===== src/cu_pkg.sv =====
// cu_pkg: shared types, widths, register codes and table addressing for the
// combination unrank block; no dependencies
package cu_pkg;

   // configuration limits
   localparam int MAX_ITEMS  = 256;
   localparam int MAX_CHOOSE = 8;

   // field widths
   localparam int RANK_W     = 49;
   localparam int SIZE_W     = 9;
   localparam int CHOOSE_W   = 4;
   localparam int ELEM_W     = 8;
   localparam int POS_W      = 3;

   // binomial table: rows m = 0..MAX_ITEMS, columns r = 0..MAX_CHOOSE
   localparam int BINOM_W     = 49;
   localparam int ROW_COUNT   = MAX_ITEMS + 1;
   localparam int COL_COUNT   = MAX_CHOOSE + 1;
   localparam int ROW_W       = $clog2(ROW_COUNT);
   localparam int COL_W       = $clog2(COL_COUNT);
   localparam int TABLE_DEPTH = ROW_COUNT * COL_COUNT;
   localparam int ADDR_W      = $clog2(TABLE_DEPTH);

   // configuration port
   localparam int CSR_IDX_W  = 2;
   localparam int CSR_DATA_W = 9;
   localparam logic [CSR_IDX_W-1:0] CSR_SET_SIZE     = CSR_IDX_W'(0);
   localparam logic [CSR_IDX_W-1:0] CSR_CHOOSE_COUNT = CSR_IDX_W'(1);
   localparam logic [SIZE_W-1:0]    SET_SIZE_RST     = SIZE_W'(4);
   localparam logic [CHOOSE_W-1:0]  CHOOSE_COUNT_RST = CHOOSE_W'(4);

   typedef struct packed {
      logic [BINOM_W-1:0] a;
      logic [BINOM_W-1:0] b;
      logic               sub;
   } alu_req_type;

   typedef struct packed {
      logic [BINOM_W-1:0] res;
      logic               carry;   // carry out on add, borrow on subtract
   } alu_rsp_type;

   typedef struct packed {
      logic               en;
      logic [ADDR_W-1:0]  addr;
      logic [BINOM_W-1:0] data;
   } mem_wr_type;

   // row-major placement of C(m, r)
   function automatic logic [ADDR_W-1:0] binom_addr(input logic [ROW_W-1:0] m,
                                                    input logic [COL_W-1:0] r);
      logic [ADDR_W-1:0] base;
      base = ADDR_W'(m) * ADDR_W'(COL_COUNT);
      return base + ADDR_W'(r);
   endfunction

endpackage


===== src/cu_alu.sv =====
// cu_alu: shared add / subtract unit with carry or borrow out
// depends on cu_pkg
module cu_alu (
   input  cu_pkg::alu_req_type alu_req,
   output cu_pkg::alu_rsp_type alu_rsp
);
   import cu_pkg::*;

   logic [BINOM_W:0] wide;

   always_comb begin
      if (alu_req.sub) begin
         wide = {1'b0, alu_req.a} - {1'b0, alu_req.b};
      end else begin
         wide = {1'b0, alu_req.a} + {1'b0, alu_req.b};
      end
      alu_rsp.res   = wide[BINOM_W-1:0];
      alu_rsp.carry = wide[BINOM_W];
   end

endmodule


===== config.mk =====
export PLATFORM = sky130hd
export DESIGN_NAME = cu_alu
export DESIGN_NICKNAME = d
export VERILOG_FILES = /design/src/cu_pkg.sv /design/src/cu_alu.sv
export SDC_FILE = /design/constraint.sdc
export NUM_CORES = 1
export LEC_CHECK = 0
export ABC_CLOCK_PERIOD_IN_PS = 11890
export BUFFER_PORTS_ARGS = -buffer_cell sky130_fd_sc_hd__buf_2
export CAP_MARGIN = 10
export CORE_MARGIN = 3
export CORE_UTILIZATION = 44
export DETAILED_ROUTE_END_ITERATION = 10
export GPL_TIMING_DRIVEN = 0
export PLACE_DENSITY_LB_ADDON = 0.3
export SLEW_MARGIN = 20
export SYNTH_ARGS = -nofsm -noshare
export SYNTH_HDL_FRONTEND = slang
export SYNTH_SLANG_ARGS = --single-unit

===== constraint.sdc =====
create_clock -name vclk -period 11.89
set_clock_uncertainty 0.1 [all_clocks]
set_input_delay 0.5945 -clock vclk [all_inputs]
set_output_delay 0.5945 -clock vclk [all_outputs]
set_load 0.005 [all_outputs]

## After elaboration in Yosys (flattened, before gate mapping)

Index checks and enable logic that the tools add are counted.

- Bits in registers: 0
- Logic and storage cells: 3

- Add/subtract/negate cells: 2
- Multiplexer cells: 1

Operators by type and width:

| cell | count |
|---|---|
| 49-bit by 49-bit adder with 50-bit output | 1 |
| 50-bit two-way mux | 1 |
| 49-bit by 49-bit subtractor with 50-bit output | 1 |

## Depth between registers and ports, before layout

- Depth in word-level cells: 2
- Mapped depth: 20
- Gate-level depth less buffers: 19

## Least setup slack after synthesis

No wires, ideal clock.

- Path type: input -> output
- From: input port alu_req[4] (netlist name)
- To: output port alu_rsp[0] (netlist name)
- Slack: 6.714 ns
- Cell stages on the path: 19
- Data required time: 11.196 ns
- Arrival time: 4.481 ns
- Path through: or3_4 > nor3_2 > nand2b_1 > or3_1 > or2_4 > nor2_1 > and3b_1 > a21oi_1 > xnor2_1 > ha_1 > and3_2 > nand4_2 > o2bb2ai_1 > a22oi_1 > o31ai_4 > a21oi_2 > or4b_4 > a41oi_2 > xnor2_1

RTL lines:

| item | RTL line | text |
|---|---|---|
| start, declared | cu_alu.sv:4 | `input cu_pkg::alu_req_type alu_req,` |
| end, declared | cu_alu.sv:5 | `output cu_pkg::alu_rsp_type alu_rsp` |

==> metrics.sh <==
RUN_STATUS='finished, final reports clean'
FINAL.SETUP.TNS_NS=0
WORST_SETUP_PATH_START_KIND='input pin'
CP_NUM_BUF_INV=2
GLOBAL_ROUTE_WIRE_LENGTH_BEFORE_REPAIR_UM=20000
ROUTED_WIRELENGTH_UM=12600
FINALWORSTPATHREQUIREDPERIOD_NS=6.07
POST_CTS_HOLD_BUFFER_COUNT=0
LEAKAGE_COMPONENT_OF_THE_POWER_nW=2.23
SYNTH_AREA_LEADERS='sky130_fd_sc_hd__xnor2_1, sky130_fd_sc_hd__ha_1, sky130_fd_sc_hd__a21oi_1, sky130_fd_sc_hd__nor2_1, sky130_fd_sc_hd__a21o_1'
CP_SLOWEST_STAGE_DELAY_NS=0.57
DIE-AREA_MM2=0.00999
GRT_ANTENNA_BEFORE_REPAIR=2
CP_TOP_FAMILY='simple AND/OR/NAND/NOR gates'
POWER.DENSITY_CELL_AREA_mW_PER_MM2=76.4
IO_BUFFER_COUNT=148
GRT_MAX_DEGREE=11
NETLIST_AREA_MM2=0.00388
FP-ROW-COUNT=33
DIE-HEIGHT_UM=100
GRT_SETUP_UNREPAIRED='no'
IO_PINS=149
LAYOUT.FILLER_CELLS=836
INITIAL_CORE_UTIL_PCT=46.4
NCLKBUFFERS=0
CRITPATHKIND='input pin to primary output'
CORE_AREA_MM2=0.00838
DRC=0
CP.REQUIRED_NS=11.20
DETAIL_ROUTE.VIAS_PER_CELL=5.82
GP_CONGESTION=0.944
SYNTH_TOP_AREA_CELL='sky130_fd_sc_hd__xnor2_1'
SEQ_AREA_FRAC_SYNTH_PCT=0
POSTSYNTHNETCOUNT=711
POST_SYNTHESIS_INSTANCE_TOTAL=561
SLEW_VIOL_FINAL=0
DR.PASS1.ITERS=5
FINALPOWER_W=0.000364
SYNTH_TOP_CELL_AREA_SHARE_PCT=16.7
GLOBALROUTETOTALUTIL_PCT=23.5
REGAREA_UM2=0
FINALSETUPVIOLATIONS=0
AVGSYNTHCELLAREA_UM2=6.93
VIAS_IN_THE_FIRST_GLOBAL_ROUTE=4388
NUMBER_OF_DRC_MARKERS_AFTER_THE_INITIAL_DETAILED_ROUTE_ITERATION=176
DP_HPWL_UM=10900
LAYOUT.NETS=861
SEQUENTIAL_CELL_COUNT_OF_THE_FINAL_LAYOUT=0
CRITPATHSLOWESTCELL='sky130_fd_sc_hd__or4b_4'
CAP_VIOLATIONS=0
CRITICAL_PATH.MAX_FANOUT=7
MAX_FREQ_GHz=0.165
SYN2LAYOUT_AREA_GROWTH_PCT=22.6
FINAL_LAYOUT_SIZE_SUFFIX_GT1_SHARE_PCT=25.4
POST_CTS_SETUP_BUFS=0
DRT.ANTENNA.VIOLATING_NETS=0
WORSTSETUPENDPOINTTYPE='primary output'
SYNTHESIS.YOSYS.WARNINGS=0
HOLDWS_NS=1.48
WORST_SLEW_PIN_SLEW_NS=0.728
TIMING.HOLD.WORST.CLASS='input pin to primary output'
REPORT.FINAL.HOLD_VIOL_COUNT=0
DIE-WIDTH_UM=100
POSTCTSRESIZEDCELLS=0
COUNT_OF_VIAS_PLACED_BY_THE_DETAILED_ROUTER=4748
WORSTPATHCELLLIST='buf_2, or3_4, nor3_2, nand2b_1, or3_1, or2_4, nor2_1, and3b_1, a21oi_1, xnor2_1, ha_1, and3_2, nand4_2, o2bb2ai_1, a22oi_1, o31ai_4, a21oi_2, or4b_4, a41oi_2, xnor2_1, buf_2'
POST_SYNTH_NUM_CELL_TYPES=70
VDD_DROP_MAX_mV=0.0391
MAX-SLEW-MARGIN-REL_PCT=51.0
WL_PER_CELL_UM=15.5
GLOBALROUTE.TOTALOVERFLOW=0
ARRIVAL_TIME_AT_THE_WORST_ENDPOINT_NS=5.38
LAYOUT_WORST_PATH_CYCLE_SHARE_PCT=51.1
-- power breakdown --
part	internal (W)	leakage, nW	switching [W]	total [W]
Sequential	0	0	0	0
Combinational	0.000165	2.23	0.000198	0.000364
Clock	0.0000000000225	0.0000127	0	0.0000000000225
Total	0.000165	2.23	0.000198	0.000364
-- final timing paths --
path,startpoint,endpoint,slack (ns),cells after the start
worst min-delay path,alu_req[50],alu_rsp[1],1.48,5
worst max-delay path,alu_req[4],alu_rsp[0],5.82,21
-- cell usage after synthesis (9+ instances only) --
library cell,count
sky130_fd_sc_hd__nor3_1,18
sky130_fd_sc_hd__clkbuf_1,12
sky130_fd_sc_hd__a21oi_1,69
sky130_fd_sc_hd__ha_1,50
sky130_fd_sc_hd__nor2_1,57
sky130_fd_sc_hd__and3_1,10
sky130_fd_sc_hd__o21ai_0,20
sky130_fd_sc_hd__nand3_1,10
sky130_fd_sc_hd__nand2_1,31
sky130_fd_sc_hd__nand4_1,12
sky130_fd_sc_hd__a21o_1,28
sky130_fd_sc_hd__inv_1,18
sky130_fd_sc_hd__o21bai_1,9
sky130_fd_sc_hd__xnor2_1,74
sky130_fd_sc_hd__xor2_1,18
sky130_fd_sc_hd__nor2b_1,9
-- per-layer routing --
metal	track usage, %	up-vias	share of wire (%)
met5	0	-	0
met4	3.99	0	1.4
met3	1.95	14	7.2
met2	41.8	196	48
met1	31.2	2163	44
li1	-	2375	-
-- through the flow --
stage,worst slack (ns),utilization [%],cells,instance area (um2)
finish,5.82,56.8,816,4760
global placement,5.94,56.8,814,4760
CTS,5.85,56.8,814,4760
detailed placement,5.88,56.8,814,4760
floorplan,6.71,-,561,3880
global route,5.56,56.8,816,4760
-- tightest hold or removal path: cells and delay by family --
| family | cells | cell delay (ns) |
|---|---|---|
| buf+inv | 4 | 0.28 |
| fa+ha+maj | 1 | 0.11 |
-- cell families after synthesis --
group / Yosys count / synth area share, %
AND/OR/NAND/NOR: 188 / 26.0
XOR/XNOR: 92 / 20.7
multiplexers: 1 / 0.258
buffers and inverters: 39 / 3.99
AO/OA/AOI/OAI: 190 / 32.4
adder cells (fa/ha/maj): 51 / 16.6
-- final cells by class --
cell class | instances | area (um2) | share of cell area [%]
Antenna cell | 2 | 5.00 | 0.105
Buffer | 19 | 80.1 | 1.68
Inverter | 20 | 75.1 | 1.58
Multi-Input combinational cell | 522 | 3730 | 78.3
Tap cell | 105 | 131 | 2.76
Timing Repair Buffer | 148 | 741 | 15.6
-- cells in the final DEF, fill, tap and decap left out, drive strengths merged, types with 2 or more instances in the layout --
cell type / synthesis / final
a21oi: 70 / 70
nor3b: 2 / 2
o311ai: 2 / 2
inv: 20 / 20
nor2b: 9 / 9
o21bai: 9 / 9
or2: 2 / 2
nor4: 8 / 8
xor2: 18 / 18
o221ai: 2 / 2
a221o: 2 / 2
clkbuf: 12 / 12
xnor2: 74 / 74
o21ai: 29 / 29
a31oi: 10 / 10
nand4: 13 / 13
o21a: 6 / 6
nand2b: 4 / 4
a41oi: 3 / 3
ha: 50 / 50
a41o: 2 / 2
and3: 11 / 11
nand3: 10 / 10
a211oi: 5 / 5
nor2: 58 / 58
diode: 0 / 2
a221oi: 3 / 3
nor3: 21 / 21
buf: 7 / 155
o211ai: 3 / 3
and2: 6 / 6
nand2: 31 / 31
or3: 5 / 5
a21boi: 2 / 2
or4: 2 / 2
a21o: 28 / 28
o31ai: 7 / 7
(Power assumes the default switching activity.)
