File: src/cu_pkg.sv
// cu_pkg: shared types, widths, register codes and table addressing for the
// combination unrank block; no dependencies
package cu_pkg;

   // configuration limits
   localparam int MAX_ITEMS  = 256;
   localparam int MAX_CHOOSE = 8;

   // field widths
   localparam int RANK_W     = 49;
   localparam int SIZE_W     = 9;
   localparam int CHOOSE_W   = 4;
   localparam int ELEM_W     = 8;
   localparam int POS_W      = 3;

   // binomial table: rows m = 0..MAX_ITEMS, columns r = 0..MAX_CHOOSE
   localparam int BINOM_W     = 49;
   localparam int ROW_COUNT   = MAX_ITEMS + 1;
   localparam int COL_COUNT   = MAX_CHOOSE + 1;
   localparam int ROW_W       = $clog2(ROW_COUNT);
   localparam int COL_W       = $clog2(COL_COUNT);
   localparam int TABLE_DEPTH = ROW_COUNT * COL_COUNT;
   localparam int ADDR_W      = $clog2(TABLE_DEPTH);

   // configuration port
   localparam int CSR_IDX_W  = 2;
   localparam int CSR_DATA_W = 9;
   localparam logic [CSR_IDX_W-1:0] CSR_SET_SIZE     = CSR_IDX_W'(0);
   localparam logic [CSR_IDX_W-1:0] CSR_CHOOSE_COUNT = CSR_IDX_W'(1);
   localparam logic [SIZE_W-1:0]    SET_SIZE_RST     = SIZE_W'(4);
   localparam logic [CHOOSE_W-1:0]  CHOOSE_COUNT_RST = CHOOSE_W'(4);

   typedef struct packed {
      logic [BINOM_W-1:0] a;
      logic [BINOM_W-1:0] b;
      logic               sub;
   } alu_req_type;

   typedef struct packed {
      logic [BINOM_W-1:0] res;
      logic               carry;   // carry out on add, borrow on subtract
   } alu_rsp_type;

   typedef struct packed {
      logic               en;
      logic [ADDR_W-1:0]  addr;
      logic [BINOM_W-1:0] data;
   } mem_wr_type;

   // row-major placement of C(m, r)
   function automatic logic [ADDR_W-1:0] binom_addr(input logic [ROW_W-1:0] m,
                                                    input logic [COL_W-1:0] r);
      logic [ADDR_W-1:0] base;
      base = ADDR_W'(m) * ADDR_W'(COL_COUNT);
      return base + ADDR_W'(r);
   endfunction

endpackage

File: src/cu_unrank.sv
// cu_unrank: sequencer that walks candidates, compares and subtracts the
// remaining rank against table entries, and holds the result word
// depends on cu_pkg
module cu_unrank (
   input  logic                        clock,
   input  logic                        reset,
   input  logic                        fill_done,
   input  logic [cu_pkg::SIZE_W-1:0]   set_size,
   input  logic [cu_pkg::CHOOSE_W-1:0] choose_count,
   input  logic                        req_valid,
   output logic                        req_stall,
   input  logic [cu_pkg::RANK_W-1:0]   req_rank,
   output logic [cu_pkg::ADDR_W-1:0]   rd_addr,
   input  logic [cu_pkg::BINOM_W-1:0]  rd_data,
   output cu_pkg::alu_req_type         alu_req,
   input  cu_pkg::alu_rsp_type         alu_rsp,
   output logic                        rsp_valid,
   input  logic                        rsp_stall,
   output logic [cu_pkg::ELEM_W-1:0]   rsp_element,
   output logic [cu_pkg::POS_W-1:0]    rsp_position,
   output logic                        rsp_last,
   output logic                        rsp_out_of_range
);
   import cu_pkg::*;

   localparam logic [2:0] ST_IDLE     = 3'd0;
   localparam logic [2:0] ST_CHK_RD   = 3'd1;
   localparam logic [2:0] ST_CHK_CMP  = 3'd2;
   localparam logic [2:0] ST_CAND_RD  = 3'd3;
   localparam logic [2:0] ST_CAND_CMP = 3'd4;

   logic [2:0]          state_ff, state_in;
   logic [SIZE_W-1:0]   n_ff, n_in;
   logic [CHOOSE_W-1:0] k_ff, k_in;
   logic [RANK_W-1:0]   rem_ff, rem_in;
   logic [ELEM_W-1:0]   j_ff, j_in;
   logic [POS_W-1:0]    i_ff, i_in;

   logic                rsp_valid_ff, rsp_valid_in;
   logic [ELEM_W-1:0]   rsp_element_ff, rsp_element_in;
   logic [POS_W-1:0]    rsp_position_ff, rsp_position_in;
   logic                rsp_last_ff, rsp_last_in;
   logic                rsp_out_of_range_ff, rsp_out_of_range_in;

   logic                accept;
   logic                slot_free;
   logic                load;
   logic                is_last;
   logic                rank_below;
   logic [ROW_W-1:0]    m_cand;
   logic [CHOOSE_W-1:0] r_cand;

   assign req_stall = !((state_ff == ST_IDLE) && fill_done);
   assign accept    = req_valid && !req_stall;
   assign slot_free = !rsp_valid_ff || !rsp_stall;
   assign is_last   = ({1'b0, i_ff} + CHOOSE_W'(1)) == k_ff;

   // borrow out of rem - C means rem is below C
   assign rank_below = alu_rsp.carry;

   assign m_cand = ROW_W'(n_ff) - ROW_W'(j_ff) - ROW_W'(1);
   assign r_cand = k_ff - CHOOSE_W'(i_ff) - CHOOSE_W'(1);

   always_comb begin
      if ((state_ff == ST_CHK_RD) || (state_ff == ST_CHK_CMP)) begin
         rd_addr = binom_addr(ROW_W'(n_ff), COL_W'(k_ff));
      end else begin
         rd_addr = binom_addr(m_cand, COL_W'(r_cand));
      end
      alu_req.a   = BINOM_W'(rem_ff);
      alu_req.b   = rd_data;
      alu_req.sub = 1'b1;
   end

   always_comb begin
      state_in            = state_ff;
      n_in                = n_ff;
      k_in                = k_ff;
      rem_in              = rem_ff;
      j_in                = j_ff;
      i_in                = i_ff;
      load                = 1'b0;
      rsp_element_in      = rsp_element_ff;
      rsp_position_in     = rsp_position_ff;
      rsp_last_in         = rsp_last_ff;
      rsp_out_of_range_in = rsp_out_of_range_ff;

      case (state_ff)
         ST_IDLE: begin
            if (accept) begin
               n_in     = set_size;
               k_in     = choose_count;
               rem_in   = req_rank;
               j_in     = '0;
               i_in     = '0;
               state_in = ST_CHK_RD;
            end
         end
         ST_CHK_RD: begin
            state_in = ST_CHK_CMP;
         end
         ST_CHK_CMP: begin
            // empty choice reads C(n, 0) = 1, so it is flagged on its own
            if ((k_ff == '0) || !rank_below) begin
               if (slot_free) begin
                  load                = 1'b1;
                  rsp_element_in      = '0;
                  rsp_position_in     = '0;
                  rsp_last_in         = 1'b1;
                  rsp_out_of_range_in = 1'b1;
                  state_in            = ST_IDLE;
               end
            end else begin
               state_in = ST_CAND_RD;
            end
         end
         ST_CAND_RD: begin
            state_in = ST_CAND_CMP;
         end
         ST_CAND_CMP: begin
            if (rank_below) begin
               if (slot_free) begin
                  load                = 1'b1;
                  rsp_element_in      = j_ff;
                  rsp_position_in     = i_ff;
                  rsp_last_in         = is_last;
                  rsp_out_of_range_in = 1'b0;
                  if (is_last) begin
                     state_in = ST_IDLE;
                  end else begin
                     i_in     = i_ff + POS_W'(1);
                     j_in     = j_ff + ELEM_W'(1);
                     state_in = ST_CAND_RD;
                  end
               end
            end else begin
               rem_in   = RANK_W'(alu_rsp.res);
               j_in     = j_ff + ELEM_W'(1);
               state_in = ST_CAND_RD;
            end
         end
         default: begin
            state_in = ST_IDLE;
         end
      endcase

      rsp_valid_in = load || (rsp_valid_ff && rsp_stall);
   end

   always_ff @(posedge clock) begin
      if (reset) begin
         state_ff     <= ST_IDLE;
         rsp_valid_ff <= 1'b0;
      end else begin
         state_ff     <= state_in;
         rsp_valid_ff <= rsp_valid_in;
      end
   end

   always_ff @(posedge clock) begin
      n_ff                <= n_in;
      k_ff                <= k_in;
      rem_ff              <= rem_in;
      j_ff                <= j_in;
      i_ff                <= i_in;
      rsp_element_ff      <= rsp_element_in;
      rsp_position_ff     <= rsp_position_in;
      rsp_last_ff         <= rsp_last_in;
      rsp_out_of_range_ff <= rsp_out_of_range_in;
   end

   assign rsp_valid        = rsp_valid_ff;
   assign rsp_element      = rsp_element_ff;
   assign rsp_position     = rsp_position_ff;
   assign rsp_last         = rsp_last_ff;
   assign rsp_out_of_range = rsp_out_of_range_ff;

endmodule

File: config.mk
export PLATFORM = sky130hd
export DESIGN_NAME = cu_unrank
export DESIGN_NICKNAME = d
export VERILOG_FILES = /design/src/cu_pkg.sv /design/src/cu_unrank.sv
export SDC_FILE = /design/constraint.sdc
export NUM_CORES = 1
export LEC_CHECK = 0
export BUFFER_PORTS_ARGS = -buffer_cell sky130_fd_sc_hd__buf_2
export CORE_MARGIN = 2
export CORE_UTILIZATION = 47
export CTS_CLUSTER_SIZE = 10
export DETAILED_ROUTE_END_ITERATION = 10
export MAX_ROUTING_LAYER = met4
export PLACE_DENSITY = 0.92
export SLEW_MARGIN = 15
export SYNTH_ARGS = -nofsm -noshare
export SYNTH_HDL_FRONTEND = slang
export SYNTH_SLANG_ARGS = --single-unit
File: constraint.sdc
create_clock -name clock -period 5.6 [get_ports clock]
set_clock_uncertainty 0.1 [all_clocks]
set_input_delay 1.12 -clock clock [delete_from_list [all_inputs] [get_ports clock]]
set_output_delay 1.12 -clock clock [all_outputs]
set_load 0.02 [all_outputs]
== Yosys cells after proc, flatten, opt, wreduce, memory -nomap -nowiden ==
Cells that the tools add are included.

* Add/subtract/negate cells: 9
* Multipliers: 2
* Divide/modulo/power cells: 0
* $lt $le $gt $ge: 0
* Equality and inequality tests: 15
* Shift operators: 0
* Muxes and demuxes: 42
* Bitwise operators: 0
* Reduce and logical (&&, ||, !) cells: 21

{| class="wikitable"
|+ Operators with widths
! cell !! number
|-
| 49-bit two-way mux || 2
|-
| 49-bit case mux with 2 select lines || 1
|-
| 8-bit two-way mux || 8
|-
| 3-bit two-way mux || 12
|-
| 8-bit case mux with 2 select lines || 2
|-
| 12-bit by 4-bit adder with 12-bit output || 2
|-
| 9-bit by 4-bit multiplier with 12-bit output, second input constant || 2
|-
| 3-bit case mux with 5 select lines || 1
|-
| 12-bit two-way mux || 1
|-
| 2-bit != test, second input constant || 6
|-
| 3-bit case mux with 2 select lines || 2
|-
| 5-bit AND reduction || 2
|-
| 1-bit two-way mux || 9
|-
| 3-bit != test, second input constant || 3
|-
| 9-bit by 1-bit subtractor with 9-bit output, second input constant || 1
|-
| 9-bit by 8-bit subtractor with 9-bit output || 1
|-
| 8-bit by 1-bit adder with 8-bit output, second input constant || 1
|-
| 3-bit by 2-bit == test with 1-bit output, second input constant || 2
|-
| 1-bit case mux with 2 select lines || 3
|-
| 3-bit AND reduction || 2
|-
| 3-bit by 1-bit adder with 4-bit output, second input constant || 1
|-
| 4-bit == test || 1
|-
| 1-bit zero test || 4
|-
| 4-bit zero test || 1
|-
| 13 further kinds || 19
|}

* Bits in registers: 90
* Latch bits: 0
* Memory bits (writable): 0
* Bits in read-only memories: 0
* Input bits: 166
* Output and inout bits: 126
* Logic and storage cells: 100
* Memories: 0

== Longest topological paths before layout ==
* Depth in word-level cells: 6
* Gate-level depth with buffers: 17
* Mapped depth without buffers: 17

== Worst setup path before layout ==
OpenSTA, ideal clock, no wires.

* Kind: register to output
* Start: reg j_ff[0]
* End: out rd_addr[10] (netlist name)
* Data arrival time: 3.801 ns
* Data required time: 4.380 ns
* Setup slack: 0.579 ns
* Stages on the path, launching flop included: 16
* Buffers on the path: 0
* Cell sequence: edfxtp_1 -> inv_1 -> ha_1 -> inv_1 -> fa_1 -> nand2b_1 -> a21o_1 -> xnor2_1 -> ha_1 -> ha_1 -> ha_1 -> or4_1 -> o22ai_1 -> o21ai_0 -> xnor2_1 -> mux2i_1

* Cells in the longest elaborated chain, start to end: 5

{| class="wikitable"
|+ Ends and longest elaborated chain
! item !! RTL line !! source
|-
| start, declared || cu_unrank.sv:36 || <nowiki>logic [ELEM_W-1:0] j_ff, j_in;</nowiki>
|-
| start signal, assigned || cu_unrank.sv:164 || <nowiki>j_ff <= j_in;</nowiki>
|-
| 9-bit by 8-bit subtractor with 9-bit output || cu_unrank.sv:61 || <nowiki>assign m_cand = ROW_W'(n_ff) - ROW_W'(j_ff) - ROW_W'(1);</nowiki>
|-
| 9-bit by 1-bit subtractor with 9-bit output || cu_unrank.sv:61 ||
|-
| 9-bit by 4-bit multiplier with 12-bit output || cu_pkg.sv:54 || <nowiki>base = ADDR_W'(m) * ADDR_W'(COL_COUNT);</nowiki>
|-
| 12-bit by 4-bit adder with 12-bit output || cu_pkg.sv:55 || <nowiki>return base + ADDR_W'(r);</nowiki>
|-
| 12-bit two-way mux || cu_unrank.sv:65 || <nowiki>if ((state_ff == ST_CHK_RD) || (state_ff == ST_CHK_CMP)) begin</nowiki>
|-
| end, declared || cu_unrank.sv:13 || <nowiki>output logic [cu_pkg::ADDR_W-1:0] rd_addr,</nowiki>
|}

No other way between the ends.

== Worst setup path after layout ==
* Start: reg j_ff[0]
* End: out rd_addr[11] (netlist name)

Same word-level chain as after synthesis.

==> results.json <==
{
  "core_area_um2": 12570,
  "fmax_mhz": 180.5,
  "dr.pass1.iters": 5,
  "synth_nets": 846,
  "rrSetupSlack_ns": 2.54,
  "fin_crit_ns": 5.540,
  "critPathMaxFanout": 4,
  "cts_buffers": 9,
  "final_nets": 994,
  "synth_area_per_cell_um2": 9.766,
  "via_per_inst": 5.235,
  "multi_input_area_um2": 2910,
  "worstMarginPinSlew_ns": 1.125,
  "setup_violations": 0,
  "ctsLongestPathBuffers": 2,
  "wirelength_um": 15690,
  "p_leak_nw": 3.328,
  "final-seq-area_um2": 2663,
  "r2r_end": "rem_ff[47]",
  "pin_count": 292,
  "hpwl_um": 11670,
  "root_buffer": "clkbuf_16",
  "use_met2": 0.3536,
  "slowest_stage": "edfxtp_1",
  "critPathRequiredTime_ns": 4.38,
  "busiest_layer": "met2",
  "drc_errors": 0,
  "via_count": 4931,
  "end_kind": "primary output",
  "synth-async-reset-ratio": 0,
  "clock-sinks": 90,
  "final_core_util": 0.5727,
  "critPathArrivalTime_ns": 4.32,
  "worstPathCellList": "inv_2, ha_2, inv_1, fa_2, nand2b_4, a211oi_4, mux2i_1, nand2_1, xnor2_2, ha_1, ha_2, nor4_2, o21ai_1, a31oi_1, maj3_2, o21ai_1, mux2i_1, buf_4",
  "global_route.usage.met1": 0.2333,
  "dieArea_um2": 13740,
  "critPathLaunchType": "flip-flop",
  "min_path_type": "flip-flop to flip-flop",
  "timing.critical_path.slowest_cell_delay_ns": 0.44,
  "ant_nets": 0,
  "clkTransAtPathRegs_ns": 0.06,
  "grt_overflow": 0,
  "drt_iter0_markers": 342,
  "yosys_warnings": 0,
  "hold_violations": 0,
  "clock_latency_ns": 0.33,
  "grt_usage": 0.2107,
  "final_layout_size_suffix_gt1_frac": 0.3130,
  "numPortBuffers": 192,
  "final-max-slew-violation-count": 0,
  "global_route.usage.met3": 0.06282,
  "ys.flop_type": "edfxtp_1",
  "start_util": 0.4794,
  "synth_cell_types": 56,
  "fill_cells": 1033,
  "timing.rr.start": "state_ff[1]",
  "reg2reg_depth": 6,
  "ir_drop_uv": 204.4,
  "die_w_um": 117.2,
  "place_congestion": 0.9099,
  "ys_ff_latch": 90,
  "syn-cell-area_um2": 6026,
  "relSlewSlack": 0.2502,
  "ys_seq_area_frac": 0.4419,
  "wl_per_cell_um": 16.65,
  "status": "complete, no violations",
  "grt_pass1_vias": 4270,
  "diodes": 0,
  "min_to": "rsp_valid",
  "die_h_um": 117.2,
  "fin_setup_tns_ns": 0,
  "period_share": 0.9893,
  "cts_tree": "yes",
  "antenna_found_initial": 1,
  "area.growth.synth_to_final_pct": 19.46,
  "whs_path_depth": 2,
  "whs_ns": 0.4931,
  "synthCells": 617,
  "h-tree-depth": 3,
  "worstHoldStart": "rsp_valid",
  "grt_pass1_wl_um": 21050,
  "p_per_area_nw_per_um2": 327.2,
  "cap_viol_max_count": 0,
  "synth_edf_count": 86,
  "critPathKind": "flip-flop to primary output",
  "row_count": 41,
  "grt_max_degree": 53
}
[cell families after synthesis]
kind of cell / Yosys count / share of synthesized area
AOI/OAI and AO/OA: 80 / 0.08805
xor gates and xnor gates: 38 / 0.05835
adders and majority gates: 64 / 0.1377
buffers and inverters: 91 / 0.08949
DFF: 90 / 0.4419
muxes: 7 / 0.01225
other: 1 / 0.0006223
and+or+nand+nor: 246 / 0.1717
[where the power goes]
group          switching (W)  internal (W)
combinational       0.000586      0.000427
clock               0.000247      0.000297
sequential         0.0000207      0.000778
[state kept, by name (all words and copies together), names as in the netlist]
| signal | count |
|---|---|
| rsp_out_of_range | 1 |
| state_ff | 3 |
| rsp_valid | 1 |
| i_ff | 3 |
| rem_ff | 49 |
| rsp_last | 1 |
| rsp_position | 3 |
| k_ff | 4 |
| n_ff | 9 |
| rsp_element | 8 |
| j_ff | 8 |
[Yosys cell counts (2+ instances only)]
library cell | instances | area share
o21ai_0 | 11 | 0.0091
clkbuf_1 | 15 | 0.0093
nand2b_1 | 4 | 0.0042
nor3b_1 | 2 | 0.0025
fa_1 | 4 | 0.013
buf_2 | 2 | 0.0017
nor3_1 | 6 | 0.0050
o21bai_1 | 5 | 0.0062
and3_1 | 5 | 0.0052
ha_1 | 59 | 0.12
nor2_1 | 41 | 0.026
dfxtp_1 | 4 | 0.013
mux2_2 | 3 | 0.0056
a2111oi_0 | 2 | 0.0029
nor2b_1 | 4 | 0.0042
nand3_1 | 12 | 0.010
a31oi_1 | 5 | 0.0052
xnor2_1 | 23 | 0.033
inv_1 | 22 | 0.014
o21a_1 | 4 | 0.0050
xor2_1 | 14 | 0.020
a21o_1 | 10 | 0.012
a211oi_1 | 4 | 0.0050
nand2_1 | 162 | 0.10
o21ai_1 | 2 | 0.0017
buf_4 | 50 | 0.062
edfxtp_1 | 86 | 0.43
a221oi_1 | 2 | 0.0029
a21oi_1 | 24 | 0.020
mux2i_1 | 4 | 0.0066
[cell type report]
cell class / instances / area share
Tap cell: 172 / 0.02990
Inverter: 23 / 0.01199
Clock buffer: 10 / 0.03181
Multi-Input combinational cell: 436 / 0.4043
Sequential cell: 90 / 0.3699
Clock inverter: 6 / 0.004693
Timing Repair Buffer: 205 / 0.1474
[what timing repair did]
item / 4_1_cts / 5_1_grt
gates resized for setup: 7 / 12
hold buffers: 0 / 0
endpoints found under the setup margin: 3 / 4
setup buffers: 1 / 9
pin swaps: 1 / 7
[critical path: cells and delay by family, from the launching register on]
kind | cells | cell delay [ns]
adder cells (fa/ha/maj) | 5 | 1.31
AO/OA/AOI/OAI | 4 | 0.72
AND/OR/NAND/NOR | 3 | 0.62
flip-flops | 1 | 0.44
multiplexers | 2 | 0.42
buffers and inverters | 3 | 0.31
XOR/XNOR | 1 | 0.16
[per-layer routing]
metal / up-vias / routed length [um]
met5: - / 0
li1: 2373 / -
met1: 2313 / 5978
met3: 59 / 969
met4: 0 / 580
met2: 186 / 8158
[stage by stage]
step | instances | setup slack [ns] | instance area, um^2 | power [W]
floorplan | 617 | 0.5787 | 6026 | 0.001544
global placement | 916 | 0.4128 | 6774 | 0.001726
detailed placement | 916 | 0.2508 | 6774 | 0.001756
CTS | 933 | -0.01162 | 7086 | 0.002323
global route | 942 | -0.1410 | 7198 | 0.002481
finish | 942 | 0.05998 | 7198 | 0.002355
[worst max path at each step]
stage,start,end,slack [ns],cells after the start
final,j_ff[0],rd_addr[11],0.06,18
after global routing,j_ff[0],rd_addr[11],-0.14,18
after CTS,j_ff[0],rd_addr[10],-0.01,16
after detailed placement,j_ff[0],rd_addr[10],0.25,16
after global placement,j_ff[0],rd_addr[11],0.41,18
after floorplan,j_ff[0],rd_addr[10],0.58,15
[placed cells by master, fill, tap and decap left out, types with 2 or more instances in the layout]
cell,count
a211oi_1,2
a21o_1,9
a21oi_1,24
a31oi_1,5
and3_1,5
buf_2,191
buf_4,14
clkbuf_16,9
clkinv_1,3
clkinv_4,2
dfxtp_1,4
edfxtp_1,86
fa_1,3
ha_1,57
ha_2,2
inv_1,21
inv_2,2
mux2_2,3
mux2i_1,4
nand2_1,162
nand2b_1,3
nand3_1,12
nor2_1,41
nor2b_1,4
nor3_1,6
nor3b_1,2
o21a_1,4
o21ai_0,10
o21ai_1,3
o21bai_1,5
xnor2_1,21
xnor2_2,2
xor2_1,14
Power figures use the tool's default switching activity.
