**src/cu_pkg.sv**
```systemverilog
// cu_pkg: shared types, widths, register codes and table addressing for the
// combination unrank block; no dependencies
package cu_pkg;

   // configuration limits
   localparam int MAX_ITEMS  = 256;
   localparam int MAX_CHOOSE = 8;

   // field widths
   localparam int RANK_W     = 49;
   localparam int SIZE_W     = 9;
   localparam int CHOOSE_W   = 4;
   localparam int ELEM_W     = 8;
   localparam int POS_W      = 3;

   // binomial table: rows m = 0..MAX_ITEMS, columns r = 0..MAX_CHOOSE
   localparam int BINOM_W     = 49;
   localparam int ROW_COUNT   = MAX_ITEMS + 1;
   localparam int COL_COUNT   = MAX_CHOOSE + 1;
   localparam int ROW_W       = $clog2(ROW_COUNT);
   localparam int COL_W       = $clog2(COL_COUNT);
   localparam int TABLE_DEPTH = ROW_COUNT * COL_COUNT;
   localparam int ADDR_W      = $clog2(TABLE_DEPTH);

   // configuration port
   localparam int CSR_IDX_W  = 2;
   localparam int CSR_DATA_W = 9;
   localparam logic [CSR_IDX_W-1:0] CSR_SET_SIZE     = CSR_IDX_W'(0);
   localparam logic [CSR_IDX_W-1:0] CSR_CHOOSE_COUNT = CSR_IDX_W'(1);
   localparam logic [SIZE_W-1:0]    SET_SIZE_RST     = SIZE_W'(4);
   localparam logic [CHOOSE_W-1:0]  CHOOSE_COUNT_RST = CHOOSE_W'(4);

   typedef struct packed {
      logic [BINOM_W-1:0] a;
      logic [BINOM_W-1:0] b;
      logic               sub;
   } alu_req_type;

   typedef struct packed {
      logic [BINOM_W-1:0] res;
      logic               carry;   // carry out on add, borrow on subtract
   } alu_rsp_type;

   typedef struct packed {
      logic               en;
      logic [ADDR_W-1:0]  addr;
      logic [BINOM_W-1:0] data;
   } mem_wr_type;

   // row-major placement of C(m, r)
   function automatic logic [ADDR_W-1:0] binom_addr(input logic [ROW_W-1:0] m,
                                                    input logic [COL_W-1:0] r);
      logic [ADDR_W-1:0] base;
      base = ADDR_W'(m) * ADDR_W'(COL_COUNT);
      return base + ADDR_W'(r);
   endfunction

endpackage

```
**src/cu_fill.sv**
```systemverilog
// cu_fill: builds the binomial table after reset, one entry a cycle, by
// pascal's rule on the shared adder; depends on cu_pkg
module cu_fill (
   input  logic                clock,
   input  logic                reset,
   input  cu_pkg::alu_rsp_type alu_rsp,
   output cu_pkg::alu_req_type alu_req,
   output cu_pkg::mem_wr_type  mem_wr,
   output logic                fill_done
);
   import cu_pkg::*;

   logic [ROW_W-1:0]   m_ff, m_in;
   logic [COL_W-1:0]   r_ff, r_in;
   logic               done_ff, done_in;
   logic [BINOM_W-1:0] row_ff [0:COL_COUNT-1];   // previous row, updated in place
   logic [BINOM_W-1:0] carry_ff;                 // old row entry at r - 1
   logic [BINOM_W-1:0] value;

   always_comb begin
      alu_req.a   = row_ff[r_ff];
      alu_req.b   = carry_ff;
      alu_req.sub = 1'b0;

      if (r_ff == '0) begin
         value = BINOM_W'(1);
      end else if (m_ff == '0) begin
         value = '0;
      end else begin
         value = alu_rsp.res;
      end

      mem_wr.en   = !done_ff;
      mem_wr.addr = binom_addr(m_ff, r_ff);
      mem_wr.data = value;

      m_in    = m_ff;
      r_in    = r_ff;
      done_in = done_ff;
      if (!done_ff) begin
         if (r_ff == COL_W'(COL_COUNT - 1)) begin
            r_in = '0;
            if (m_ff == ROW_W'(ROW_COUNT - 1)) begin
               done_in = 1'b1;
            end else begin
               m_in = m_ff + ROW_W'(1);
            end
         end else begin
            r_in = r_ff + COL_W'(1);
         end
      end
   end

   always_ff @(posedge clock) begin
      if (reset) begin
         m_ff    <= '0;
         r_ff    <= '0;
         done_ff <= 1'b0;
      end else begin
         m_ff    <= m_in;
         r_ff    <= r_in;
         done_ff <= done_in;
      end
   end

   always_ff @(posedge clock) begin
      if (!done_ff) begin
         row_ff[r_ff] <= value;
         carry_ff     <= row_ff[r_ff];
      end
   end

   assign fill_done = done_ff;

endmodule

```
**config.mk**
```make
export PLATFORM = sky130hd
export DESIGN_NAME = cu_fill
export DESIGN_NICKNAME = d
export VERILOG_FILES = /design/src/cu_pkg.sv /design/src/cu_fill.sv
export SDC_FILE = /design/constraint.sdc
export NUM_CORES = 1
export LEC_CHECK = 0
export BUFFER_PORTS_ARGS = -buffer_cell sky130_fd_sc_hd__buf_4
export CORE_MARGIN = 10
export CORE_UTILIZATION = 40
export DETAILED_ROUTE_END_ITERATION = 8
export PLACE_DENSITY = 0.56
export SYNTH_ARGS = -nofsm -noshare
export SYNTH_HDL_FRONTEND = slang
export SYNTH_SLANG_ARGS = --single-unit
```
**constraint.sdc**
```tcl
create_clock -name clock -period 5.5 [get_ports clock]
set_input_delay 0.275 -clock clock [delete_from_list [all_inputs] [get_ports clock]]
set_output_delay 0.275 -clock clock [all_outputs]
set_load 0.1 [all_outputs]
```
Word-level counts from Yosys, hierarchy flattened
Memory sizes are Yosys's and may differ from the RTL's. A register that Yosys moved wholly into a read port is not among the register bits.
Index checks and enable logic that the tools add are counted.

word-level totals
  logic and storage cells = 26
  output and inout bits = 162
  memories = 1
  bits in registers = 63
  input port bits = 52
  bits in writable memories = 441

operators by class
  muxes and demuxes = 9
  $mul = 1
  add/sub/neg operators = 3
  reductions and logical operators = 4
  bitwise operators = 2
  eq/ne operators = 2

memories
  name    depth  width  read ports  clocked after memory_dff  wr ports  line           text
  row_ff  9      49     1           1                         1         cu_fill.sv:16  logic [BINOM_W-1:0] row_ff [0:COL_COUNT-1];

operators by type and width
  operator                count
  $mux W49                2
  $add A12 B4 Y12         1
  $mul A9 B4 Y12 const B  1
  $mux W4                 3
  $add A9 B1 Y9 const B   1
  $eq A9 B9 Y1 const B    1
  $logic_not A9 Y1        1
  $add A4 B1 Y4 const B   1
  $eq A4 B4 Y1 const B    1
  $logic_not A4 Y1        1
  $mux W1                 4
  $reduce_and A3 Y1       1
  $not A1 Y1              2
  $logic_not A1 Y1        1

Logic depth before layout (Yosys ltp)
Gate-level depths: netlist (run 1).

  word-level depth = 4
  gate-level depth with buffers = 9
  depth with buffers taken out = 9

Least setup slack after synthesis (run 1)
No wires, ideal clock.

  kind = register to register
  start = reg done_ff, in the netlist fill_done
  end = mem row_ff[0][0], enable pin
  cell stages (with the launch flop) = 3
  arrival = 4.359 ns
  path slack = 0.625 ns
  path through = dfxtp_1 > buf_2 > nor3_1

between the ends
  longest elaborated chain between the ends = 1

RTL lines
  item                           line           text
  start, declared                cu_fill.sv:15  logic done_ff, done_in;
  start signal, assigned         cu_fill.sv:62  done_ff <= done_in;
  $mux W1 (not written as such)  cu_fill.sv:68  row_ff[r_ff] <= value;
  end, declared                  cu_fill.sv:16

No other way between the ends.

==> results of run 1 <==
-- registers in the layout, indices dropped and copies added (netlist names), named ones only --
| signal | count |
|---|---|
| m_ff | 9 |
| row_ff | 441 |
| r_ff | 4 |
| carry_ff | 49 |
| fill_done | 1 |
-- cell type report --
class | count | area (µm²) | area share [%]
inverter | 13 | 48.8 | 0.204
timing repair buffer | 222 | 1680 | 7.03
sequential | 508 | 15100 | 63.1
multi-input combinational | 431 | 4590 | 19.2
tap | 664 | 831 | 3.47
clock inverter | 30 | 293 | 1.22
clock buffer | 66 | 1400 | 5.83
-- repair_timing --
item                       in CTS  in global routing
hold endpoints to repair       12                  0
setup endpoints to repair       0                  0
hold buffers                    1                  0
-- layer usage --
metal  part of all wire [%]  up-vias  track usage, %
met2                     49      208            23.8
li1                       -     4460               -
met3                    5.0       58            3.21
met5                      0        -               0
met1                     44     5100            18.8
met4                    1.6        0            3.31
-- synth_stat cells (2+ instances only) --
master                     count
sky130_fd_sc_hd__a21oi_1      10
sky130_fd_sc_hd__and2_1       31
sky130_fd_sc_hd__and2_4       20
sky130_fd_sc_hd__and3_1        6
sky130_fd_sc_hd__and4_1        2
sky130_fd_sc_hd__buf_1         2
sky130_fd_sc_hd__buf_2        10
sky130_fd_sc_hd__buf_4         7
sky130_fd_sc_hd__buf_6         6
sky130_fd_sc_hd__clkbuf_1     23
sky130_fd_sc_hd__dfxtp_1      18
sky130_fd_sc_hd__edfxtp_1    490
sky130_fd_sc_hd__ha_1         32
sky130_fd_sc_hd__inv_1        13
sky130_fd_sc_hd__mux2i_1      50
sky130_fd_sc_hd__mux4_2       98
sky130_fd_sc_hd__nand2_1      58
sky130_fd_sc_hd__nand2b_1      2
sky130_fd_sc_hd__nand3_1       7
sky130_fd_sc_hd__nand4_1       2
sky130_fd_sc_hd__nor2_1       18
sky130_fd_sc_hd__nor3_1        5
sky130_fd_sc_hd__o21ai_0      33
sky130_fd_sc_hd__o21ai_1      20
sky130_fd_sc_hd__or2_2         2
sky130_fd_sc_hd__xnor2_1      10
sky130_fd_sc_hd__xor2_1       10
-- where the power goes --
group	internal (mW)	switching, mW	total (mW)
Clock	2.07	1.42	3.48
Sequential	4.46	0.0875	4.54
Combinational	0.445	1.57	2.02
Total	6.97	3.08	10.0
-- worst max-delay path: cells and delay by family (launching register included) --
family	cells	cell delay [ns]
buffers and inverters	2	0.48
flip-flops	1	0.47
AND/OR/NAND/NOR	2	0.64
AO/OA/AOI/OAI	1	0.89
adder cells (fa/ha/maj)	1	0.26
-- logic make-up (layout without fill, tap and decap cells) --
| family | after synthesis | in the layout |
|---|---|---|
| flip-flops | 508 | 508 |
| AND/OR/NAND/NOR | 159 | 159 |
| multiplexers | 148 | 148 |
| AO/OA/AOI/OAI | 70 | 70 |
| buffers and inverters | 62 | 331 |
| adder cells (fa/ha/maj) | 33 | 33 |
| XOR/XNOR | 20 | 20 |
| other | 1 | 1 |
-- metrics by stage --
stage,power [mW],std cells,cell area (µm²),hold WS (ns)
after floorplan,6.22,1001,20000,0.344
after global placement,6.67,1837,22200,0.553
after detailed placement,6.68,1837,22200,0.557
after CTS,10.2,1934,23900,0.0287
after global routing,10.4,1934,23900,0.0457
final,10.0,1934,23900,0.0662
-- path summary, 6_finish.rpt --
path / startpoint / to / slack (ns)
worst max-delay path: r_ff[0]$_SDFFE_PP0N_ / mem_wr[2] / 1.86
worst max register to register: r_ff[0]$_SDFFE_PP0N_ / row_ff[5][2]$_DFFE_PP_ / 2.85
worst min register to register: row_ff[8][43]$_DFFE_PP_ / carry_ff[43]$_DFFE_PN_ / 0.56
worst min-delay path: alu_rsp[44] / row_ff[2][43]$_DFFE_PP_ / 0.07
==> out/summary.log, run 1 <==
qor: clocking.cts.htree.levels 2
qor: power_and_ir_drop.vdd_ir_drop_max 0.000269 V
qor: routing.route.detailed.vias_per_inst 5.08
qor: logic_synthesis.post_synth.cell_area_avg 19.9 µm²
qor: routing.detail-route-antenna-nets 0
qor: grt.grt_pass1_vias 10300
qor: min_path.hold_wc_path_type input port to flop
qor: timing.timing_worst_slew_pin_value 1.14 ns
qor: grt.grt_max_degree 99
qor: clocking.post_cts_setup_buffer_count 0
qor: timing.final_hold_viol_count 0
qor: clocking.numCtsBuffers 52
qor: setup_path.cpPeakStageDelay 0.89 ns
qor: clocking.cts_tree built
qor: grt.overflow 0
qor: logic_synthesis.synth_top_area_share 73.7%
qor: timing.timing.final.max_slew_violations 0
qor: timing.setup_violators_final 0
qor: logic_synthesis.post_synth_net_total 1086
qor: routing.routed-via-count 9826
qor: logic_synthesis.synthXorXnorAreaFrac 0.878%
qor: timing.clock.fmax 274 MHz
qor: floorplan.floorplan.die.height 243 µm
qor: floorplan.die_w 243 µm
qor: clocking.cts_resized 0
qor: setup_path.critical_path_peak_fanout 48
qor: setup_path.arrival_time_worst_endpoint 3.37 ns
qor: logic_synthesis.synthAdderAreaFrac 2.11%
qor: min_path.worstHoldPathCells 2
qor: timing.finClkSkew 0.0160 ns
qor: cells_and_area.postLayoutCoreUtil 48.7%
qor: grt.grt_pass1_wl 64700 µm
qor: routing.dr.first_iter.drc_count 607
qor: floorplan.floorplan.die_area 59200 µm²
qor: routing.routed_wire_length_per_instance 22.3 µm
qor: logic_synthesis.synthSimpleGateAreaFrac 4.36%
qor: run.max_cap_violations 0
qor: floorplan.num_rows 81
qor: logic_synthesis.synth_warn 0
qor: cells_and_area.drive_gt1_share 33.9%
qor: logic_synthesis.number_of_enable_type_register_cells_in_the_synthesized_netlist 490
qor: logic_synthesis.synth_seq_area_share 75.5%
qor: power_and_ir_drop.power.static_leakage 8.40 nW
qor: logic_synthesis.synth.largest_area_cell sky130_fd_sc_hd__edfxtp_1
qor: clocking.clock_sink_count 508
qor: timing.final_min_period_over_clock_period 66.2%
qor: placement.portBuffers 211
qor: cells_and_area.final_common_cell sky130_fd_sc_hd__edfxtp_1
qor: timing.totalNegativeSetupSlack 0 ns
qor: timing.unrepaired_setup_endpoints_after_global_routing no
qor: floorplan.core 49200 µm²
qor: setup_path.critPathKind flop to output pin
qor: outcome.run_status finished clean
qor: placement.place_congestion 0.701
qor: setup_path.critical_path.endpoint_type output pin
qor: logic_synthesis.top_flip_flop_cell_by_instance_count_after_synthesis sky130_fd_sc_hd__edfxtp_1
qor: logic_synthesis.synth_cell_type_count 43
qor: cells_and_area.layout-area-overhead-vs-synth 19.9%
qor: timing.timing.final.crit_period 3.64 ns
qor: cells_and_area.commonest_cells_after_routing_fill_and_taps_aside sky130_fd_sc_hd__edfxtp_1, sky130_fd_sc_hd__buf_4, sky130_fd_sc_hd__mux4_2, sky130_fd_sc_hd__nand2_1, sky130_fd_sc_hd__clkbuf_16
qor: clocking.cts.root.buffer_cell sky130_fd_sc_hd__clkbuf_16
qor: placement.pre_cts_slack 2.36 ns
qor: cells_and_area.net_count_reported_at_finish 1313
qor: logic_synthesis.synth_top_cells_by_area sky130_fd_sc_hd__edfxtp_1, sky130_fd_sc_hd__mux4_2, sky130_fd_sc_hd__mux2i_1
qor: floorplan.floorplan.initialDensity 40.6%
qor: cells_and_area.n_fill_cell 4117
qor: timing.setup_ws_post_layout 1.86 ns
qor: routing.drt_first_pass_iters 5
qor: timing.worst_slew_margin_rel 24.1%
qor: setup_path.worstPathRequired 5.22 ns
qor: clocking.worstSkewPairLatency 0.59 ns
qor: setup_path.slowest_cell_on_the_critical_path sky130_fd_sc_hd__o22a_2
qor: logic_synthesis.synth_async_sr_flop_share 0%
qor: routing.drt_drc 0
qor: routing.totalWireLength 43000 µm
qor: logic_synthesis.yosys-mux-area-fraction 13.6%
qor: clocking.path_clk_slew 0.06 ns
qor: logic_synthesis.main_combinational_cell_family_by_area_after_synthesis multiplexers
qor: logic_synthesis.synth_cells 1001
qor: floorplan.io_pins 214
qor: cells_and_area.num_antenna_cells 0
qor: clocking.clk_path_buf_depth 3
qor: logic_synthesis.synth.ff_latch_count 508
qor: power_and_ir_drop.power_density 420 nW/µm²
qor: setup_path.cells_along_the_critical_path inv_1 > ha_1 > nand2b_1 > o22a_2 > and2_1 > buf_4
qor: setup_path.crit_path_start_kind flop
qor: logic_synthesis.synth-compound-area-share 1.89%
qor: grt.grt_antenna_before_repair 0
qor: setup_path.worst-r2r-cell-count 5
qor: grt.globalRouteTotalUtil 14.3%
qor: placement.hpwlAfterDp 23300 µm
qor: logic_synthesis.netlist_area 20000 µm²
Power figures use the tool's default switching activity.
==> run 2: changes to the inputs <==
ABC_AREA = 1   (was default)
clock period = 3.8 ns   (was 5.5 ns; I/O delays follow)
==> run 2 against run 1 <==
Compared with the run above:
- critical path depth is 3 higher
- clock-buffer cell count rose by 5
- clock skew up 0.0086 ns
- sequential share of layout area shrank 3.0 points
- sequential power up 44%
- critical endpoint is now mem_wr[23]
- flip-flop and latch count unchanged
- routed wire length rose by 18%
==> out/summary.log, run 2 <==
qor: cells_and_area.num_antenna_cells 0
qor: setup_path.slowest_cell_on_the_critical_path sky130_fd_sc_hd__nor2_4
qor: routing.routed-via-count 13300
qor: clocking.worstSkewPairLatency 0.60 ns
qor: logic_synthesis.synth_top_cells_by_area sky130_fd_sc_hd__edfxtp_1, sky130_fd_sc_hd__nand2_1, sky130_fd_sc_hd__inv_1
qor: grt.grt_antenna_before_repair 0
qor: grt.grt_max_degree 80
qor: cells_and_area.commonest_cells_after_routing_fill_and_taps_aside sky130_fd_sc_hd__edfxtp_1, sky130_fd_sc_hd__nand2_1, sky130_fd_sc_hd__buf_4, sky130_fd_sc_hd__inv_1, sky130_fd_sc_hd__nand3_1
qor: timing.timing_worst_slew_pin_value 0.933 ns
qor: logic_synthesis.top_flip_flop_cell_by_instance_count_after_synthesis sky130_fd_sc_hd__edfxtp_1
qor: logic_synthesis.synthMostInstantiatedCell sky130_fd_sc_hd__edfxtp_1
qor: routing.dr.first_iter.drc_count 1059
qor: routing.detail-route-antenna-nets 0
qor: timing.final_hold_viol_count 0
qor: logic_synthesis.synth_cells 1773
qor: grt.grt_pass1_wl 76800 µm
qor: cells_and_area.n_fill_cell 4684
qor: run.max_cap_violations 0
qor: logic_synthesis.post_synth_net_total 1858
qor: clocking.numCtsBuffers 53
qor: logic_synthesis.synthXorXnorAreaFrac 0.452%
qor: setup_path.cells_along_the_critical_path inv_1 > ha_1 > nand2_1 > nor2_1 > nand2_1 > nor2_4 > buf_4 > nor2_1 > buf_4
qor: timing.totalNegativeSetupSlack 0 ns
qor: cells_and_area.drive_gt1_share 16.3%
qor: cells_and_area.multi_input_comb_area 4780 µm²
qor: setup_path.crit_path_start_kind flop
qor: placement.place_congestion 0.759
qor: clocking.cts_resized 0
qor: floorplan.floorplan.initialDensity 40.5%
qor: logic_synthesis.yosys-mux-area-fraction 0%
qor: logic_synthesis.synth-compound-area-share 8.69%
qor: logic_synthesis.synth.largest_area_cell sky130_fd_sc_hd__edfxtp_1
qor: clocking.cts.htree.levels 2
qor: timing.finClkSkew 0.0246 ns
qor: logic_synthesis.post_synth.cell_area_avg 12.0 µm²
qor: cells_and_area.layout_top_registers row_ff x441, carry_ff x49, m_ff x9
qor: floorplan.num_rows 84
qor: setup_path.worstPathRequired 3.61 ns
qor: setup_path.critical_path_peak_fanout 28
qor: logic_synthesis.synth.ff_latch_count 508
qor: cells_and_area.most_flops_register row_ff
qor: placement.portBuffers 211
qor: cells_and_area.area_of_all_sequential_standard_cells 15100 µm²
qor: floorplan.core 52700 µm²
qor: logic_synthesis.synthAdderAreaFrac 1.97%
qor: cells_and_area.net_count_reported_at_finish 2053
qor: floorplan.floorplan.die_area 62900 µm²
qor: setup_path.arrival_time_worst_endpoint 3.22 ns
qor: clocking.clk_path_buf_depth 3
qor: outcome.run_status finished clean
qor: clocking.post_cts_setup_buffer_count 0
qor: routing.drt_drc 0
qor: power_and_ir_drop.power_density 575 nW/µm²
qor: timing.timing.final.crit_period 3.41 ns
qor: clocking.clock_sink_count 508
qor: setup_path.critPathKind flop to output pin
qor: logic_synthesis.synth_cell_type_count 28
qor: logic_synthesis.synth_seq_area_share 70.7%
qor: logic_synthesis.synth_commonest_cells sky130_fd_sc_hd__edfxtp_1, sky130_fd_sc_hd__nand2_1, sky130_fd_sc_hd__inv_1
qor: timing.hold_ws 0.0648 ns
qor: timing.unrepaired_setup_endpoints_after_global_routing no
qor: logic_synthesis.netlist_area 21300 µm²
qor: timing.worst_slew_margin_rel 37.8%
qor: placement.hpwlAfterDp 28300 µm
qor: timing.setup_violators_final 0
qor: setup_path.cp.buffers_inverters 3
qor: setup_path.cpPeakStageDelay 0.62 ns
qor: floorplan.floorplan.die.height 251 µm
qor: clocking.cts.root.buffer_cell sky130_fd_sc_hd__clkbuf_16
qor: logic_synthesis.synth_async_sr_flop_share 0%
qor: setup_path.critical_path.endpoint_type output pin
qor: routing.route.detailed.vias_per_inst 4.95
qor: power_and_ir_drop.fin_total_pwr 14.5 mW
qor: logic_synthesis.synth_warn 0
qor: power_and_ir_drop.power.static_leakage 9.85 nW
qor: timing.final_min_period_over_clock_period 89.7%
qor: logic_synthesis.synth_top_area_share 69.1%
qor: logic_synthesis.number_of_enable_type_register_cells_in_the_synthesized_netlist 490
qor: logic_synthesis.main_combinational_cell_family_by_area_after_synthesis simple AND/OR/NAND/NOR gates
qor: routing.totalWireLength 50600 µm
qor: timing.timing.final.max_slew_violations 0
qor: timing.clock.fmax 294 MHz
qor: floorplan.io_pins 214
qor: cells_and_area.post_layout_nonfiller_instances 2696
qor: logic_synthesis.synthSimpleGateAreaFrac 11.0%
qor: grt.grt_pass1_vias 13100
qor: routing.drt_first_pass_iters 5
qor: placement.placedCellCount 2600
qor: setup_path.timing.critical_path.max_delay_family simple AND/OR/NAND/NOR gates
qor: cells_and_area.layout-area-overhead-vs-synth 17.9%
qor: grt.globalRouteTotalUtil 15.6%
qor: routing.routed_wire_length_per_instance 18.8 µm
qor: clocking.cts_tree built
qor: clocking.path_clk_slew 0.06 ns
qor: power_and_ir_drop.vdd_ir_drop_max 0.000396 V
qor: min_path.hold_wc_path_type input port to flop
qor: cells_and_area.final_common_cell sky130_fd_sc_hd__edfxtp_1
qor: floorplan.die_w 251 µm
qor: grt.overflow 0
qor: cells_and_area.largest_reg_flops 441
run 2: cell count changes in the layout (fill, tap and decap cells not counted), sizes merged, moves of 7 or more:
cell	delta
nand2	+250
inv	+219
nand3	+161
a21oi	+104
mux4	-98
o211ai	+98
nor2	+59
and2	-51
mux2i	-50
o21ai	+50
buf	+21
xnor2	-7
run 2: final cells by class:
| class | instances | share of cell area [%] |
|---|---|---|
| clock buffers | 71 | 5.63 |
| repair buffers | 243 | 7.72 |
| clock inverters | 24 | 0.687 |
| inverters | 234 | 3.49 |
| flip-flops and latches | 508 | 60.0 |
| well taps | 688 | 3.43 |
| multi-input cells | 928 | 19.0 |
run 2: power breakdown:
group          internal (mW)  switching, mW
clock                   2.73           2.06
sequential              6.43          0.116
combinational          0.592           2.53
run 2: cells by family (layout without fill, tap and decap cells):
group	count (synthesis)	count (layout)
and+or+nand+nor	564	564
DFF	508	508
buffers and inverters	337	572
AOI/OAI and AO/OA	319	319
adders and majority gates	33	33
xor gates and xnor gates	11	11
other	1	1
run 2: worst paths after layout:
path | startpoint | endpoint | slack, ns | depth (start not counted)
worst max-delay path | m_ff[0]$_SDFFE_PP0P_ | mem_wr[23] | 0.39 | 9
worst min-delay path | alu_rsp[14] | row_ff[1][13]$_DFFE_PP_ | 0.06 | 3
worst max register to register | m_ff[0]$_SDFFE_PP0P_ | row_ff[2][23]$_DFFE_PP_ | 1.16 | 8
worst min register to register | row_ff[8][7]$_DFFE_PP_ | carry_ff[7]$_DFFE_PN_ | 0.53 | 2
run 2: worst min-delay path: cells and delay by family:
family / cells / cell delay [ns]
and+or+nand+nor: 2 / 0.16
buffers and inverters: 1 / 0.11
run 2: per-stage QoR:
stage          setup slack (ns)  cell area (µm²)  utilization, %
2_1_floorplan             -1.11            21300               -
3_5_place_dp              0.907            23500            44.7
4_1_cts                   0.249            25100            47.7
5_1_grt                  0.0928            25100            47.7
6_report                  0.393            25100            47.7
3_3_place_gp              0.909            23500            44.7
run 2: routing by layer:
layer  vias up  part of all wire [%]  track usage (%)
met1      6445                    44             19.3
met3        72                   4.1             2.49
met2       252                    50             27.3
li1       6569                     -                -
met5         -                     0                0
met4         0                   2.2             4.91
run 2: repair_timing:
action                     4_1_cts  5_1_grt
setup endpoints to repair        0        0
hold endpoints to repair        12        0
hold buffers                     1        0
